`src/rtl/core/upe_pkg.sv`:
```
// ----------------------------------------------------------------------------
// upe_pkg
// Shared types, status codes and byte helpers for the url path encoder.
// ----------------------------------------------------------------------------
package upe_pkg;

  // terminator status codes
  localparam logic [1:0] StOk      = 2'd0;
  localparam logic [1:0] StOutOvf  = 2'd1;
  localparam logic [1:0] StInLong  = 2'd2;

  // special characters
  localparam logic [7:0] ChSlash   = 8'h2F;
  localparam logic [7:0] ChPercent = 8'h25;
  localparam logic [7:0] ChQuote   = 8'h22;
  localparam logic [7:0] ChNul     = 8'h00;

  // results caused by one input item, up to three bytes
  typedef struct packed {
    logic [7:0] data0;
    logic [7:0] data1;
    logic [7:0] data2;
    logic [1:0] cnt;
    logic       eos;
    logic [1:0] status;
  } res_t;

  // allowed set: letters, '!'..';' except quote and percent, '=', '~', '_'
  function automatic logic allowed_f(input logic [7:0] b);
    logic ok;
    ok = (b >= 8'h41 && b <= 8'h5A) || (b >= 8'h61 && b <= 8'h7A) ||
         (b >= 8'h21 && b <= 8'h3B) || b == 8'h3D || b == 8'h7E || b == 8'h5F;
    return ok && b != ChQuote && b != ChPercent;
  endfunction

  // uppercase hex digit of a nibble
  function automatic logic [7:0] hex_f(input logic [3:0] v);
    logic [7:0] d;
    if (v < 4'd10) begin
      d = 8'h30 + {4'd0, v};
    end else begin
      d = 8'h37 + {4'd0, v};
    end
    return d;
  endfunction

endpackage

```
`src/rtl/core/upe_step.sv`:
```
// ----------------------------------------------------------------------------
// upe_step
// String state and per-byte encoding decision for the url path encoder.
// ----------------------------------------------------------------------------
module upe_step
  import upe_pkg::*;
#(
  parameter int MAX_INPUT = 1024
) (
  input  logic        clk_i,
  input  logic        rst_ni,
  input  logic        step_i,
  input  logic [7:0]  byte_i,
  input  logic [15:0] cap_i,
  output res_t        res_o
);

  localparam int CntW = $clog2(MAX_INPUT + 2);
  localparam logic [CntW-1:0] MaxIn = CntW'(MAX_INPUT);

  logic [1:0]      slash_q, slash_d;
  logic [15:0]     oc_q, oc_d;
  logic [CntW-1:0] ic_q, ic_d;
  logic            disc_q, disc_d;

  logic [16:0] oc_p1, oc_p3, cap_x;
  logic        pass;

  assign oc_p1 = {1'b0, oc_q} + 17'd1;
  assign oc_p3 = {1'b0, oc_q} + 17'd3;
  assign cap_x = {1'b0, cap_i};
  assign pass  = (slash_q != 2'd3) || allowed_f(byte_i);

  // encoding decision for the byte in the input register
  always_comb begin
    slash_d = slash_q;
    oc_d    = oc_q;
    ic_d    = ic_q;
    disc_d  = disc_q;
    res_o   = '{data0: ChNul, data1: ChNul, data2: ChNul, cnt: 2'd0,
                eos: 1'b0, status: StOk};
    if (disc_q) begin
      if (byte_i == ChNul) begin
        disc_d  = 1'b0;
        slash_d = '0;
        oc_d    = '0;
        ic_d    = '0;
      end
    end else if (ic_q > MaxIn || byte_i == ChNul || (pass && oc_p1 >= cap_x) ||
                 (!pass && oc_p3 >= cap_x)) begin
      // terminator ends the string
      res_o.cnt = 2'd1;
      res_o.eos = 1'b1;
      slash_d   = '0;
      oc_d      = '0;
      ic_d      = '0;
      if (ic_q > MaxIn) begin
        res_o.status = StInLong;
        disc_d       = (byte_i != ChNul);
      end else if (byte_i == ChNul) begin
        res_o.status = StOk;
      end else begin
        res_o.status = StOutOvf;
        disc_d       = 1'b1;
      end
    end else if (pass) begin
      res_o.data0 = byte_i;
      res_o.cnt   = 2'd1;
      ic_d        = ic_q + CntW'(1);
      oc_d        = oc_p1[15:0];
      if (slash_q != 2'd3 && byte_i == ChSlash) begin
        slash_d = slash_q + 2'd1;
      end
    end else begin
      // percent escape
      res_o.data0 = ChPercent;
      res_o.data1 = hex_f(byte_i[7:4]);
      res_o.data2 = hex_f(byte_i[3:0]);
      res_o.cnt   = 2'd3;
      ic_d        = ic_q + CntW'(1);
      oc_d        = oc_p3[15:0];
    end
  end

  // string state
  always_ff @(posedge clk_i or negedge rst_ni) begin
    if (!rst_ni) begin
      slash_q <= '0;
      oc_q    <= '0;
      ic_q    <= '0;
      disc_q  <= 1'b0;
    end else if (step_i) begin
      slash_q <= slash_d;
      oc_q    <= oc_d;
      ic_q    <= ic_d;
      disc_q  <= disc_d;
    end
  end

  // the input index never runs past one beyond the limit
  a_ic_range: assert property (@(posedge clk_i) disable iff (!rst_ni)
    ic_q <= MaxIn + CntW'(1))
    else $error("input index out of range");

  // a terminator always clears the string state
  a_term_clears: assert property (@(posedge clk_i) disable iff (!rst_ni)
    step_i && res_o.eos |=> oc_q == '0 && ic_q == '0 && slash_q == '0)
    else $error("string state not cleared by terminator");

  // nothing is emitted while dropping input
  a_disc_silent: assert property (@(posedge clk_i) disable iff (!rst_ni)
    disc_q |-> res_o.cnt == 2'd0)
    else $error("result while discarding");

endmodule

```
`src/rtl/core/url_path_percent_encoder.sv`:
```
// ----------------------------------------------------------------------------
// url_path_percent_encoder
// Percent encoder for url paths with output capacity and input length limits.
// ----------------------------------------------------------------------------
// Path: an item's input transfer fills the input register; its results are offered
// from the result buffer once the step loads it, which waits for the buffer to free.
// Throughput: one item per cycle while each item gives at most one result and the
// output is ready; an escaped byte gives three bytes on the one-byte result port.
// Reset: string state cleared, discarding off, out_capacity set to 1024.
module url_path_percent_encoder
  import upe_pkg::*;
#(
  parameter int MAX_INPUT = 1024
) (
  input  logic        clk_i,
  input  logic        rst_ni,
  // configuration port
  input  logic        psel,
  input  logic        penable,
  input  logic        pwrite,
  input  logic [2:0]  paddr,
  input  logic [31:0] pwdata,
  output logic [31:0] prdata,
  output logic        pready,
  // input channel
  input  logic        in_valid_i,
  output logic        in_ready_o,
  input  logic [7:0]  in_byte_i,
  // result channel
  output logic        out_valid_o,
  input  logic        out_ready_i,
  output logic [7:0]  out_byte_o,
  output logic        end_of_string_o,
  output logic [1:0]  status_o
);

  localparam logic RegOutCap = 1'b0;

  logic [15:0] cap_q;
  logic        in_vld_q;
  logic [7:0]  in_byte_q;
  res_t        res, buf_q;
  logic        load, out_acc, in_acc;

  // configuration register
  assign pready = 1'b1;
  assign prdata = (paddr[2] == RegOutCap) ? {16'd0, cap_q} : 32'd0;

  always_ff @(posedge clk_i or negedge rst_ni) begin
    if (!rst_ni) begin
      cap_q <= 16'd1024;
    end else if (psel && penable && pwrite && pready && paddr[2] == RegOutCap) begin
      cap_q <= pwdata[15:0];
    end
  end

  // handshake control
  assign out_valid_o = (buf_q.cnt != 2'd0);
  assign out_acc     = out_valid_o && out_ready_i;
  assign load        = in_vld_q && (buf_q.cnt == 2'd0 || (buf_q.cnt == 2'd1 && out_ready_i));
  assign in_ready_o  = !in_vld_q || load;
  assign in_acc      = in_valid_i && in_ready_o;

  // input register
  always_ff @(posedge clk_i or negedge rst_ni) begin
    if (!rst_ni) begin
      in_vld_q <= 1'b0;
    end else if (in_acc) begin
      in_vld_q <= 1'b1;
    end else if (load) begin
      in_vld_q <= 1'b0;
    end
  end

  always_ff @(posedge clk_i) begin
    if (in_acc) begin
      in_byte_q <= in_byte_i;
    end
  end

  // encoding step
  upe_step #(
    .MAX_INPUT (MAX_INPUT)
  ) u_step (
    .clk_i  (clk_i),
    .rst_ni (rst_ni),
    .step_i (load),
    .byte_i (in_byte_q),
    .cap_i  (cap_q),
    .res_o  (res)
  );

  // result buffer, shifts one byte per transfer
  always_ff @(posedge clk_i or negedge rst_ni) begin
    if (!rst_ni) begin
      buf_q <= '{data0: ChNul, data1: ChNul, data2: ChNul, cnt: 2'd0,
                 eos: 1'b0, status: StOk};
    end else if (load) begin
      buf_q <= res;
    end else if (out_acc) begin
      buf_q.data0 <= buf_q.data1;
      buf_q.data1 <= buf_q.data2;
      buf_q.cnt   <= buf_q.cnt - 2'd1;
    end
  end

  assign out_byte_o      = buf_q.data0;
  assign end_of_string_o = buf_q.eos;
  assign status_o        = buf_q.eos ? buf_q.status : StOk;

  // a terminator is always a lone result
  a_eos_single: assert property (@(posedge clk_i) disable iff (!rst_ni)
    out_valid_o && end_of_string_o |-> buf_q.cnt == 2'd1 && out_byte_o == ChNul)
    else $error("terminator not alone or nonzero");

  // a new item only enters the buffer once the old results are gone
  a_no_overwrite: assert property (@(posedge clk_i) disable iff (!rst_ni)
    load |-> buf_q.cnt == 2'd0 || (buf_q.cnt == 2'd1 && out_ready_i))
    else $error("result buffer overwritten");

  // a waiting input item is held until processed
  a_in_hold: assert property (@(posedge clk_i) disable iff (!rst_ni)
    in_vld_q && !load |=> in_vld_q && $stable(in_byte_q))
    else $error("pending item lost");

endmodule
```
`config.mk`:
```
export PLATFORM = sky130hd
export DESIGN_NAME = url_path_percent_encoder
export DESIGN_NICKNAME = d
export VERILOG_FILES = /design/src/rtl/core/upe_pkg.sv /design/src/rtl/core/upe_step.sv /design/src/rtl/core/url_path_percent_encoder.sv
export SDC_FILE = /design/constraint.sdc
export NUM_CORES = 1
export LEC_CHECK = 0
export BUFFER_PORTS_ARGS = -buffer_cell sky130_fd_sc_hd__buf_2
export CELL_PAD_IN_SITES_DETAIL_PLACEMENT = 1
export CELL_PAD_IN_SITES_GLOBAL_PLACEMENT = 1
export CORE_MARGIN = 2
export CORE_UTILIZATION = 43
export DETAILED_ROUTE_END_ITERATION = 10
export PLACE_DENSITY = 0.89
export REMOVE_ABC_BUFFERS = 1
export SLEW_MARGIN = 20
export SYNTH_ARGS = -nofsm -noshare
export SYNTH_HDL_FRONTEND = slang
export SYNTH_SLANG_ARGS = --single-unit
```
`constraint.sdc`:
```
create_clock -name clk_i -period 4.4 [get_ports clk_i]
set_clock_uncertainty 0.1 [all_clocks]
set_input_delay 0.66 -clock clk_i [delete_from_list [all_inputs] [get_ports clk_i]]
set_output_delay 0.66 -clock clk_i [all_outputs]
set_load 0.02 [all_outputs]
```
Word level (Yosys, flattened, before mapping)
Cells that the tools add are included.
- bits in registers: 84
- bits of input ports: 50
- output and inout port bits: 46
- logic and storage cells: 116
- add/sub/neg operators: 9
- $lt $le $gt $ge: 11
- equality and inequality tests: 9
- multiplexer cells: 35
- bitwise gates (word level): 1
- reduce and logical (&&, ||, !) cells: 38
- operator list (kind ; number):
    $mux W16 ; 8
    $ge A17 B16 Y1 ; 2
    $mux W11 ; 3
    $mux W29 ; 1
    $add A6 B4 Y7 const A ; 4
    $mux W24 ; 1
    $mux W8 ; 3
    $mux W2 ; 11
    $add A16 B1 Y17 const B ; 1
    $add A16 B2 Y17 const B ; 1
    $eq A8 B6 Y1 const B ; 2
    $eq A8 B7 Y1 const B ; 2
    $ge A8 B7 Y1 const B ; 2
    $le A8 B7 Y1 const B ; 2
    $ne A8 B6 Y1 const B ; 2
    $logic_and A1 B1 Y1 ; 15
    $add A11 B1 Y11 const B ; 1
    $gt A11 B11 Y1 const B ; 1
    $logic_or A1 B1 Y1 ; 11
    $ge A8 B6 Y1 const B ; 1
    $le A8 B6 Y1 const B ; 1
    $logic_not A8 Y1 ; 1
    $lt A4 B4 Y1 const B ; 2
    $reduce_bool A8 Y1 ; 1
    13 further kinds ; 24

Longest topological paths before layout
- word-level depth: 16
- depth in mapped cells: 17
- mapped depth without buffers: 15

Cells and area by module
A second synthesis with hierarchy kept.
- cell total of the unflattened synthesis: 673
- area total of the unflattened synthesis: 6180.9 µm²
- by module, submodules not included (module ; instances ; cells each ; area each (µm²) ; sequential area each (µm²)):
    upe_step ; 1 ; 448 ; 3582.2 ; 750.7
    url_path_percent_encoder ; 1 ; 225 ; 2598.7 ; 1392.6

Least setup slack after synthesis
Ideal clock, no wire load.
- path type: register to register
- from: reg u_step.oc_q[0]
- to: reg buf_q[17] in the netlist's numbering
- library setup time: 83 ps
- arrival time: 3416 ps
- data required time: 4217 ps
- setup slack: 801 ps
- cell stages (with the launch flop): 18
- buffers on the path: 2
- period minus slack after synthesis: 3599 ps
- cell sequence: dfrtp_1 -> inv_1 -> ha_1 -> inv_1 -> and3_1 -> clkbuf_1 -> nand3_1 -> nor2_1 -> xor2_1 -> ha_1 -> a211oi_1 -> nor2_1 -> o311ai_0 -> a41o_1 -> o221ai_2 -> or2_2 -> buf_2 -> o21ai_0
- cells in the longest elaborated chain, start to end: 8
- elaborated cells on any way between the ends: 11
- those cells by class: 2 x add/sub; 2 x order compare; 3 x mux; 4 x reduce/logical
- RTL lines (item ; RTL line ; RTL):
    start, declared ; upe_step.sv:22 ; logic [15:0] oc_q, oc_d;
    start signal, assigned ; upe_step.sv:89 ; oc_q <= '0;
    start signal, assigned ; upe_step.sv:94 ; oc_q <= oc_d;
    $add A16 B1 Y17 ; upe_step.sv:29 ; assign oc_p1 = {1'b0, oc_q} + 17'd1;
    $ge A17 B16 Y1 ; upe_step.sv:49 ; end else if (ic_q > MaxIn || byte_i == ChNul || (pass && oc_p1 >= cap_x) ||
    $logic_and A1 B1 Y1 ; upe_step.sv:49 ;
    $logic_or A1 B1 Y1 ; upe_step.sv:49 ;
    $logic_or A1 B1 Y1 * ; upe_step.sv:49 ;
    $mux W24 * ; upe_step.sv:49 ;
    $mux W29 * ; upe_step.sv:42 ; if (disc_q) begin
    $mux W16 * ; url_path_percent_encoder.sv:98 ; end else if (load) begin
    end signal, assigned ; url_path_percent_encoder.sv:96 ; buf_q <= '{data0: ChNul, data1: ChNul, data2: ChNul, cnt: 2'd0,
    end signal, assigned ; url_path_percent_encoder.sv:99 ; buf_q <= res;
    end, declared ; url_path_percent_encoder.sv:42 ; res_t res, buf_q;
Every way passes the cells marked *; elsewhere a longest branch is shown, timed or not.
A chain may end at the register's enable or synchronous reset.

Final worst setup path
- from: reg u_step.oc_q[1]
- to: reg u_step.ic_q[2]
- cells in the longest elaborated chain, start to end: 7
- elaborated cells on any way between the ends: 10
- those cells by class: 2 x add/sub; 2 x order compare; 2 x mux; 4 x reduce/logical
- RTL lines (item ; RTL line ; RTL):
    $add A16 B1 Y17 ; upe_step.sv:29 ;
    $ge A17 B16 Y1 ; upe_step.sv:49 ;
    $logic_and A1 B1 Y1 ; upe_step.sv:49 ;
    $logic_or A1 B1 Y1 ; upe_step.sv:49 ;
    $logic_or A1 B1 Y1 * ; upe_step.sv:49 ;
    $mux W11 * ; upe_step.sv:49 ;
    $mux W11 * ; upe_step.sv:42 ;
    end signal, assigned ; upe_step.sv:95 ; ic_q <= ic_d;
    end, declared ; upe_step.sv:23 ; logic [CntW-1:0] ic_q, ic_d;
Marks and branches as above.

==> Implementation_results.wiki <==
{| class="wikitable"
! Metric !! Value
|-
| Buffer count from post-CTS setup fixing || 0
|-
| CP required || 4540 ps
|-
| CP max FO || 29
|-
| Share of the synthesized area in compound gates (AO/OA/AOI/OAI) || 0.155
|-
| Master cell of the clock root buffer || sky130_fd_sc_hd__clkbuf_16
|-
| Synth top area cells || sky130_fd_sc_hd__dfrtp_1 33%, sky130_fd_sc_hd__ha_1 10%, sky130_fd_sc_hd__edfxtp_1 4.3%
|-
| Warnings, synthesis || 0
|-
| Global-route wire length before repair || 24.5 mm
|-
| Number of H-tree levels || 3
|-
| Number of clock sinks || 82
|-
| First-pass iteration count of the detailed router || 5
|-
| Final weighted congestion in routability-driven placement || 0.843
|-
| Sw Pwr || between 0.001 and 0.0015 W
|-
| Crit path arrival time || 4280 ps
|-
| Transition at the pin with the smallest max-transition slack || 920 ps
|-
| Area grow syn2layout || 11.3%
|-
| CP max stage cell || sky130_fd_sc_hd__dfrtp_1
|-
| Antenna diode count || 0
|-
| Rows || 41
|-
| Seq cells post-synth || ~80
|-
| Adder-cell share of the synthesized area || 0.104
|-
| Inserted Clock Buffers || 9
|-
| Share of post-route cells with drive strength above 1 || 0.178
|-
| Average wire per standard cell || 17.9 µm
|-
| CP peak stage delay || 440 ps
|-
| GR Util All Layers || 0.219
|-
| Internal || between 0.0015 and 0.002 W
|-
| Hpwl dp || 11.1 mm
|-
| Number of enable-type register cells in the synthesized netlist || 8
|-
| Die boundary height || 118 µm
|-
| Proportion of synthesized area in mux cells || 0.0635
|-
| Power share of the clock group || 0.271
|-
| Die area || 0.0139 mm²
|-
| Post-synth top area cell || sky130_fd_sc_hd__dfrtp_1
|-
| Ys async rst share || 0.902
|-
| Part of the total power dissipated in sequential elements || 0.373
|-
| Top library cells by usage in the layout, fill and taps aside || 71 x sky130_fd_sc_hd__dfrtp_1, 60 x sky130_fd_sc_hd__buf_2, 46 x sky130_fd_sc_hd__ha_1, 45 x sky130_fd_sc_hd__nand2_1, 45 x sky130_fd_sc_hd__nor2_1
|-
| Total global routing overflow || 0
|-
| DRT iter0 DRCs || 242
|-
| Simple logic cell fraction of the synthesized area || 0.168
|-
| Start-to-end type of the worst setup path || reg2reg
|-
| Placeable core region || about 0.013 mm²
|-
| Post-placement cell count || 803
|-
| Fin crit share || 0.940
|-
| Top cell type's share of synthesized area || 0.329
|-
| Count of mapped cells out of synthesis || 603
|-
| Number of buffer cells added on primary ports || 60
|-
| Clock transition time at the flip-flop clock pins of the worst setup and hold paths || about 70 ps
|-
| Total DRC errors in the routed layout || 0
|-
| Max Freq || approximately 240 MHz
|-
| Starting utilization of the core area || 0.440
|-
| Lkg Pwr || between 3 and 4 nW
|-
| Time the worst path needs with I/O delays and setup || 4140 ps
|-
| Total wirelength of the detailed-routed design || 14.7 mm
|-
| Via density per instance || 5.65
|-
| Ordered cell list for the critical path || inv_1, ha_1, inv_1, and3_1, nand3_1, nor2_1, xor2_1, ha_1, nand4_1, nor4_1, o311ai_0, a41o_2, o221ai_4, buf_6, o21ai_1, mux2_2
|-
| Initial antenna violation count || 0
|-
| Maximum number of buffers from clock root to sink || 2
|-
| Mean cell area of the mapped netlist || between 9 and 10 µm²
|-
| Primary FF master, synth || sky130_fd_sc_hd__dfrtp_1
|-
| Xor-xnor portion of the synthesized cell area || 0.0489
|-
| Area of the mapped netlist || 0.00556 mm²
|-
| Vias in the first global route || 5014
|-
| Most common cell after layout, fill and taps aside || sky130_fd_sc_hd__dfrtp_1
|-
| Non-filler instance count after layout || about 820
|-
| Number of nets still failing antenna checks after routing || 0
|-
| Worst IR Drop VDD || 0.361 mV
|-
| Largest net degree at the start of global routing || 41
|-
| Final-report max-slew violation count || 0
|-
| Final-report setup violation count || 0
|-
| Slew Limit Headroom || 0.387
|-
| Type of element launching the critical path || register
|-
| I/O pin total || 96
|-
| Power per cell area || 443 mW/mm²
|-
| Clock network latency to the later pin of the worst-skew pair || around 360 ps
|-
| Setup TNS || 0 ps
|-
| Sequential share of the synthesized area || 0.377
|-
| Share of total power consumed by net switching || 0.399
|-
| Result of the run || completed
|-
| Largest family of logic cells by synthesized area || simple AND/OR/NAND/NOR gates
|-
| Number of nets in the finished design || 738
|-
| MaxCap Viol Count || 0
|-
| Synth cell types || 59
|-
| Category of the worst setup path capture point || register
|-
| Share of total power in combinational logic || 0.356
|-
| Unrepaired setup endpoints after global routing || no
|-
| DIE WIDTH || ~120 µm
|-
| Final hold violations || 0
|-
| TritonCTS clock tree || built
|-
| Min-delay worst type || in2async
|-
| Reg-to-reg setup timing slack || 260 ps
|-
| Number of vias in the routed layout || roughly 4600
|}
[flip-flops by register name, indices dropped and copies added (netlist names)]
| register | cells |
|---|---|
| buf_q | 18 |
| cap_q | 16 |
| u_step.oc_q | 16 |
| u_step.ic_q | 11 |
| in_byte_q | 8 |
| out_byte_o | 8 |
| u_step.slash_q | 2 |
| end_of_string_o | 1 |
| in_vld_q | 1 |
| u_step.disc_q | 1 |
[what timing repair did]
item,CTS,global route
gates resized for setup,0,7
endpoints found under the setup margin,0,32
hold buffers,0,0
[layer usage]
layer,vias to the layer above,global-route usage,part of all wire
met2,130,0.417,0.54
met4,0,0.0670,0.020
met1,2295,0.234,0.39
li1,2179,-,-
met5,-,0,0
met3,26,0.0577,0.050
[path summary, 6_finish.rpt]
kind / start / end / cells after the start
max: u_step.oc_q[1] / u_step.ic_q[2] / 16
min: rst_ni / cap_q[9] / 1
max reg2reg: u_step.oc_q[1] / u_step.ic_q[2] / 16
min reg2reg: buf_q[9] / buf_q[9] / 2
max in group asynchronous: rst_ni / buf_q[11] / 2
min in group clk_i: in_byte_i[1] / in_byte_q[1] / 1
[area by class of cell]
class / instances / area, µm²
fill: 1513 / 6440
multi-input combinational: 445 / 3080
sequential: 82 / 2100
timing repair buffer: 68 / 364
clock buffer: 9 / 225
tap: 172 / 215
inverter: 36 / 135
clock inverter: 7 / 66.3
[power by group through the flow]
stage               logic, W  clock network [W]  registers [W]
floorplan           0.000637                  0        0.00101
finish              0.000975           0.000744        0.00102
global route         0.00109           0.000788        0.00104
global placement    0.000879                  0        0.00102
CTS                 0.000974           0.000758        0.00102
detailed placement  0.000960                  0        0.00103
[Yosys cell counts (18+ instances only)]
cell / instances
sky130_fd_sc_hd__o21ai_0: 39
sky130_fd_sc_hd__inv_1: 35
sky130_fd_sc_hd__nand2_1: 45
sky130_fd_sc_hd__and3_1: 18
sky130_fd_sc_hd__dfrtp_1: 73
sky130_fd_sc_hd__xnor2_1: 18
sky130_fd_sc_hd__clkbuf_1: 18
sky130_fd_sc_hd__ha_1: 46
sky130_fd_sc_hd__nor2_1: 45
sky130_fd_sc_hd__a21oi_1: 27
sky130_fd_sc_hd__buf_4: 29
sky130_fd_sc_hd__mux2_2: 18
[critical path: cells and delay by family (launching register included)]
kind	cells	cell delay [ps]
simple gates	5	1110
fa+ha+maj	2	430
compound gates	4	880
flops	1	440
buf+inv	3	480
mux	1	300
xor+xnor	1	280
[metrics by stage]
| step | hold WS (ps) | area [µm²] | worst slack, ps | power [W] | util |
|---|---|---|---|---|---|
| final | 331 | 6180 | 263 | 0.00274 | 0.490 |
| after global routing | 364 | 6180 | 31.6 | 0.00292 | 0.490 |
| after CTS | 366 | 6160 | 128 | 0.00275 | 0.488 |
| after detailed placement | 372 | 5870 | 155 | 0.00199 | 0.465 |
| after global placement | 360 | 5870 | 437 | 0.00189 | 0.465 |
| after floorplan | 264 | 5290 | 470 | 0.00164 | - |
[kinds of logic (layout without fill, tap and decap cells)]
group,Yosys count,after routing
buffers and inverters,91,120
AND/OR/NAND/NOR,189,189
other,2,17
AO/OA/AOI/OAI,129,129
flip-flops,82,82
XOR/XNOR,31,31
multiplexers,33,33
adder cells (fa/ha/maj),46,46
Note: power is estimated with default switching activity, not from simulation.
